[src/hdl/stlp_ram.sv]
`timescale 1ns / 1ps
`default_nettype none

module stlp_ram #(
  parameter int WIDTH = 8,
  parameter int DEPTH = 64
) (
  input  wire logic                     clk_i,
  input  wire logic                     we_i,
  input  wire logic [$clog2(DEPTH)-1:0] waddr_i,
  input  wire logic [WIDTH-1:0]         wdata_i,
  input  wire logic [$clog2(DEPTH)-1:0] raddr_i,
  output logic      [WIDTH-1:0]         rdata_o
);

  logic [WIDTH-1:0] mem_q [DEPTH];

  // One write port and one read port with registered read data.
  always_ff @(posedge clk_i) begin
    if (we_i) begin
      mem_q[waddr_i] <= wdata_i;
    end
    rdata_o <= mem_q[raddr_i];
  end

endmodule

`default_nettype wire

[config.mk]
export PLATFORM = sky130hd
export DESIGN_NAME = stlp_ram
export DESIGN_NICKNAME = d
export VERILOG_FILES = /design/src/hdl/stlp_ram.sv
export SDC_FILE = /design/constraint.sdc
export NUM_CORES = 1
export LEC_CHECK = 0
export ABC_AREA = 1
export BUFFER_PORTS_ARGS = -buffer_cell sky130_fd_sc_hd__buf_2
export CAP_MARGIN = 10
export CORE_AREA = 2 2 197 199
export DETAILED_ROUTE_END_ITERATION = 8
export DIE_AREA = 0 0 199 201
export PLACE_DENSITY = 0.75
export REMOVE_ABC_BUFFERS = 1
export SETUP_SLACK_MARGIN = 0.5
export SYNTH_ARGS = -nofsm -noshare
export SYNTH_HDL_FRONTEND = slang
export SYNTH_SLANG_ARGS = --single-unit
[constraint.sdc]
create_clock -name clk_i -period 2.2 [get_ports clk_i]
set_clock_uncertainty 0.2 [all_clocks]
set_input_delay 0.11 -clock clk_i [delete_from_list [all_inputs] [get_ports clk_i]]
set_output_delay 0.11 -clock clk_i [all_outputs]
set_load 0.01 [all_outputs]
Word-level counts from Yosys, hierarchy flattened. Memory sizes are Yosys's and may differ from the RTL's. A register that Yosys moved wholly into a read port is not among the register bits. Cells that the tools add are included.

Mux-type cells: 2.

Operators by type and width (count): 2-to-1 mux 1 bit (2).

Bits of input ports: 22. Memory bits (writable): 512. Memories kept: 1. Logic and storage cells: 3. Register bits after elaboration: 0.

Memory list: mem_q (words 64, bits a word 8, rd ports 1, clocked after memory_dff 1, write ports 1, line 16) `logic [WIDTH-1:0] mem_q [DEPTH];`.

Longest topological paths before layout.
Word-level depth: 2. Mapped depth: 12. Gate-level depth less buffers: 9.

Least setup slack after synthesis. OpenSTA, ideal clock, no wires.

Kind: input to register. Start: in we_i. End: mem mem_q[48][0], enable pin. Setup slack: 0.124 ns. Required time: 1.605 ns. Library setup time: 0.395 ns. Stages: 3. Arrival: 1.481 ns. Cell sequence: clkbuf_1 > nand4_1 > nor4_1.

Word-level cells in the longest chain between the ends: 2.

Ends and longest elaborated chain: start, declared (line 9) `input wire logic we_i,`; 2-to-1 mux 1 bit (line 20) `if (we_i) begin`; 2-to-1 mux 1 bit (not written as such) (line 21) `mem_q[waddr_i] <= wdata_i;`; end, declared (line 16).

No other way between the ends.

Worst setup path after layout.
Start: in waddr_i[1]. End: mem mem_q[17][1], enable pin.

RTL lines: start, declared (line 10) `input wire logic [$clog2(DEPTH)-1:0] waddr_i,`.

Straight into the memory's write port.

==> flow_summary_export.csv <==
group,metric,value,unit
route,drtIter0Drc,1994,
route,drcViolationCount,0,
floorplanning,top_level_ports,30,
global_routing,antenna_found_initial,0,
yosys,ys_ff_latch,520,
placement,dp_cells,2344,
route,wl_met2,25.0,mm
global_routing,first_global_vias,13717,
hold_path,hp-class,"in2reg",
worst_setup_path,slowest_delay,0.52,ns
route,first_pass_iters,6,
power,powerDensity,853,mW/mm^2
clock_network,clk_path_buf_depth,3,
clock_network,insertion_delay,0.57,ns
timing,fin_ws,0.567,ns
cells_and_area,fin_nets,1912,
route,ant_nets,0,
placement,port_buffers,29,
placement,dp_slack,0.209,ns
route,wl_met1,20.3,mm
yosys,yosysWarningCount,0,
yosys,synth_cell_types,16,
worst_setup_path,path_cells,"dlygate4sd3_1, buf_2, inv_1, nand4_1, buf_4, nor2_1, buf_4",
cells_and_area,drive_above_1_share,10.5,%
clock_network,cts-root-buf,"clkbuf_16",
yosys,syn_inst,1805,
timing,relSlewSlack,45.8,%
power,vdd.ir_drop.worst,671,uV
yosys,avgSynthCellArea,11.8,sq um
cells_and_area,antenna_cells,0,
worst_setup_path,end_kind,"flop",
power,finalPower,20.5,mW
global_routing,grt_use_total,26.4,%
route,met3WireLength,5.05,mm
global_routing,gr-total-overflow,0,
placement,place_hpwl,30.2,mm
clock_network,htreeDepth,2,
global_routing,grt_max_degree,79,
timing,hold_violations,0,
timing,fin_crit_sh,74.2,%
clock_network,clk_pin_slew,0.06,ns
worst_setup_path,worstPathMaxFanout,9,
route,wl_per_cell,21.3,um
yosys,synth-seq-area-share,72.8,%
floorplanning,core-area,0.0381,sq mm
status,outcome,"finished, final reports clean",
route,vias_per_cell,5.88,
worst_setup_path,slowest_stage,"dlygate4sd3_1",
floorplanning,die-area,0.0400,sq mm
worst_setup_path,crit_arrival,1.69,ns
timing,fmax,0.613,GHz
route,totalWireLength,52.1,mm
worst_setup_path,cp-start-kind,"input pin",
floorplanning,rows,72,
global_routing,grt_pass1_wl,79.4,mm
job,drv_cap,0,
yosys,synth_top_area_share,72.0,%
clock_network,cts_tree,"done",
worst_setup_path,worst-setup-path-type,"in2reg",
worst_setup_path,path_common_cell,"buf_4",
timing,rsz0062_at_grt,"false",
timing,hold_slack,0.0797,ns
power,p_leak,8.79,nW
cells_and_area,syn_to_final_growth,12.7,%
clock_network,cts_buffers,49,
timing,slew_violations,0,
timing,min_period,1.63,ns
clock_network,cts.sinks,520,
yosys,yosysTopAreaCell,"edfxtp_1",
yosys,synth_area,0.0213,sq mm
route,vias,14373,
placement,gp_congestion,0.884,
timing,setup_viol,0,
yosys,synthTopCellsByArea,"edfxtp_1 72%, nand2_1 11%, nand3_1 10%, buf_6 1.8%, nor2_1 0.99%",
floorplanning,fp.dieH,201,um
cells_and_area,instances_no_fill,2444,
floorplanning,die_x,199,um
worst_setup_path,cp.required,2.26,ns
timing,worst_pin_slew,0.814,ns
floorplanning,initial_core_util,56.0,%
route,top_layer,"met4",
## layout by cell type, fill, tap and decap left out, types with 2 or more instances in the layout
cell             n
nor2_1          55
bufinv_16        4
buf_4           85
clkbuf_16       51
inv_2            2
dlygate4sd3_1   13
clkbuf_1        12
clkinv_1        13
buf_12          21
dfxtp_1          8
nand4_1          9
clkinv_2         4
clkinvlp_4       3
nand2_1        648
buf_2           27
inv_6            2
edfxtp_1       512
nand3_1        439
nor4_1           8
inv_1            7
## through the flow
step | instance area (sq um) | setup TNS, ns | util, %
6_report | 24100 | 0 | 63.1
4_1_cts | 24100 | 0 | 63.1
2_1_floorplan | 20500 | -4.95 | -
5_1_grt | 24100 | 0 | 63.1
3_5_place_dp | 22400 | 0 | 58.7
3_3_place_gp | 22400 | 0 | 58.7
## path summary, 6_finish.rpt
kind              slack (ns)    startpoint  cells after the start      endpoint
setup / recovery        0.57    waddr_i[1]                      7  mem_q[17][1]
setup reg to reg        0.63  mem_q[47][1]                      8    rdata_o[1]
hold reg to reg         0.63  mem_q[16][1]                      8    rdata_o[1]
hold / removal          0.08          we_i                      4  mem_q[22][6]
## cell type report
class                   instances  area (sq um)
clock inverters                24           213
inverters                      12          56.3
fillers                      2756         14000
multi-input cells            1160          4950
well taps                     518           648
flip-flops and latches        520         15500
clock buffers                  63          1320
repair buffers                147          1340
## synthesized netlist by cell type
master	instances
nand2_1	648
edfxtp_1	512
nand3_1	439
nor2_1	56
buf_2	37
buf_6	35
clkbuf_1	15
buf_4	14
buf_1	10
inv_1	10
nand4_1	9
dfxtp_1	8
nor4_1	8
buf_8	2
inv_2	1
inv_6	1
## critical path: cells and delay by family
kind / cells / cell delay (ns)
buf+inv: 5 / 1.33
simple gates: 2 / 0.24
## flip-flops by register name (all words and copies together) (netlist names)
register	cells
mem_q	512
rdata_o	8
## where the power goes
group	internal [mW]	leakage, nW	total [mW]	switching [mW]
clock	4.69	0.740	8.17	3.49
sequential	11.0	4.67	11.0	0.0394
combinational	0.379	3.38	1.35	0.971
total	16.0	8.79	20.5	4.50
## repair_timing
action                                  CTS  global route
gates resized for setup                   0             3
hold endpoints to repair                323             0
setup buffers                             0             0
hold buffers                             13             0
endpoints found under the setup margin    0           102
## layer usage
| metal | vias to the layer above | global-route usage, % |
|---|---|---|
| li1 | 6517 | - |
| met2 | 812 | 42.2 |
| met5 | - | 0 |
| met1 | 6913 | 37.1 |
| met3 | 131 | 3.97 |
| met4 | 0 | 9.89 |
## kinds of logic after synthesis
group	after synthesis	share of synthesized area, %
flip-flops	520	72.8
AND/OR/NAND/NOR	1160	23.2
buffers and inverters	125	4.02
Power figures use the tool's default switching activity.
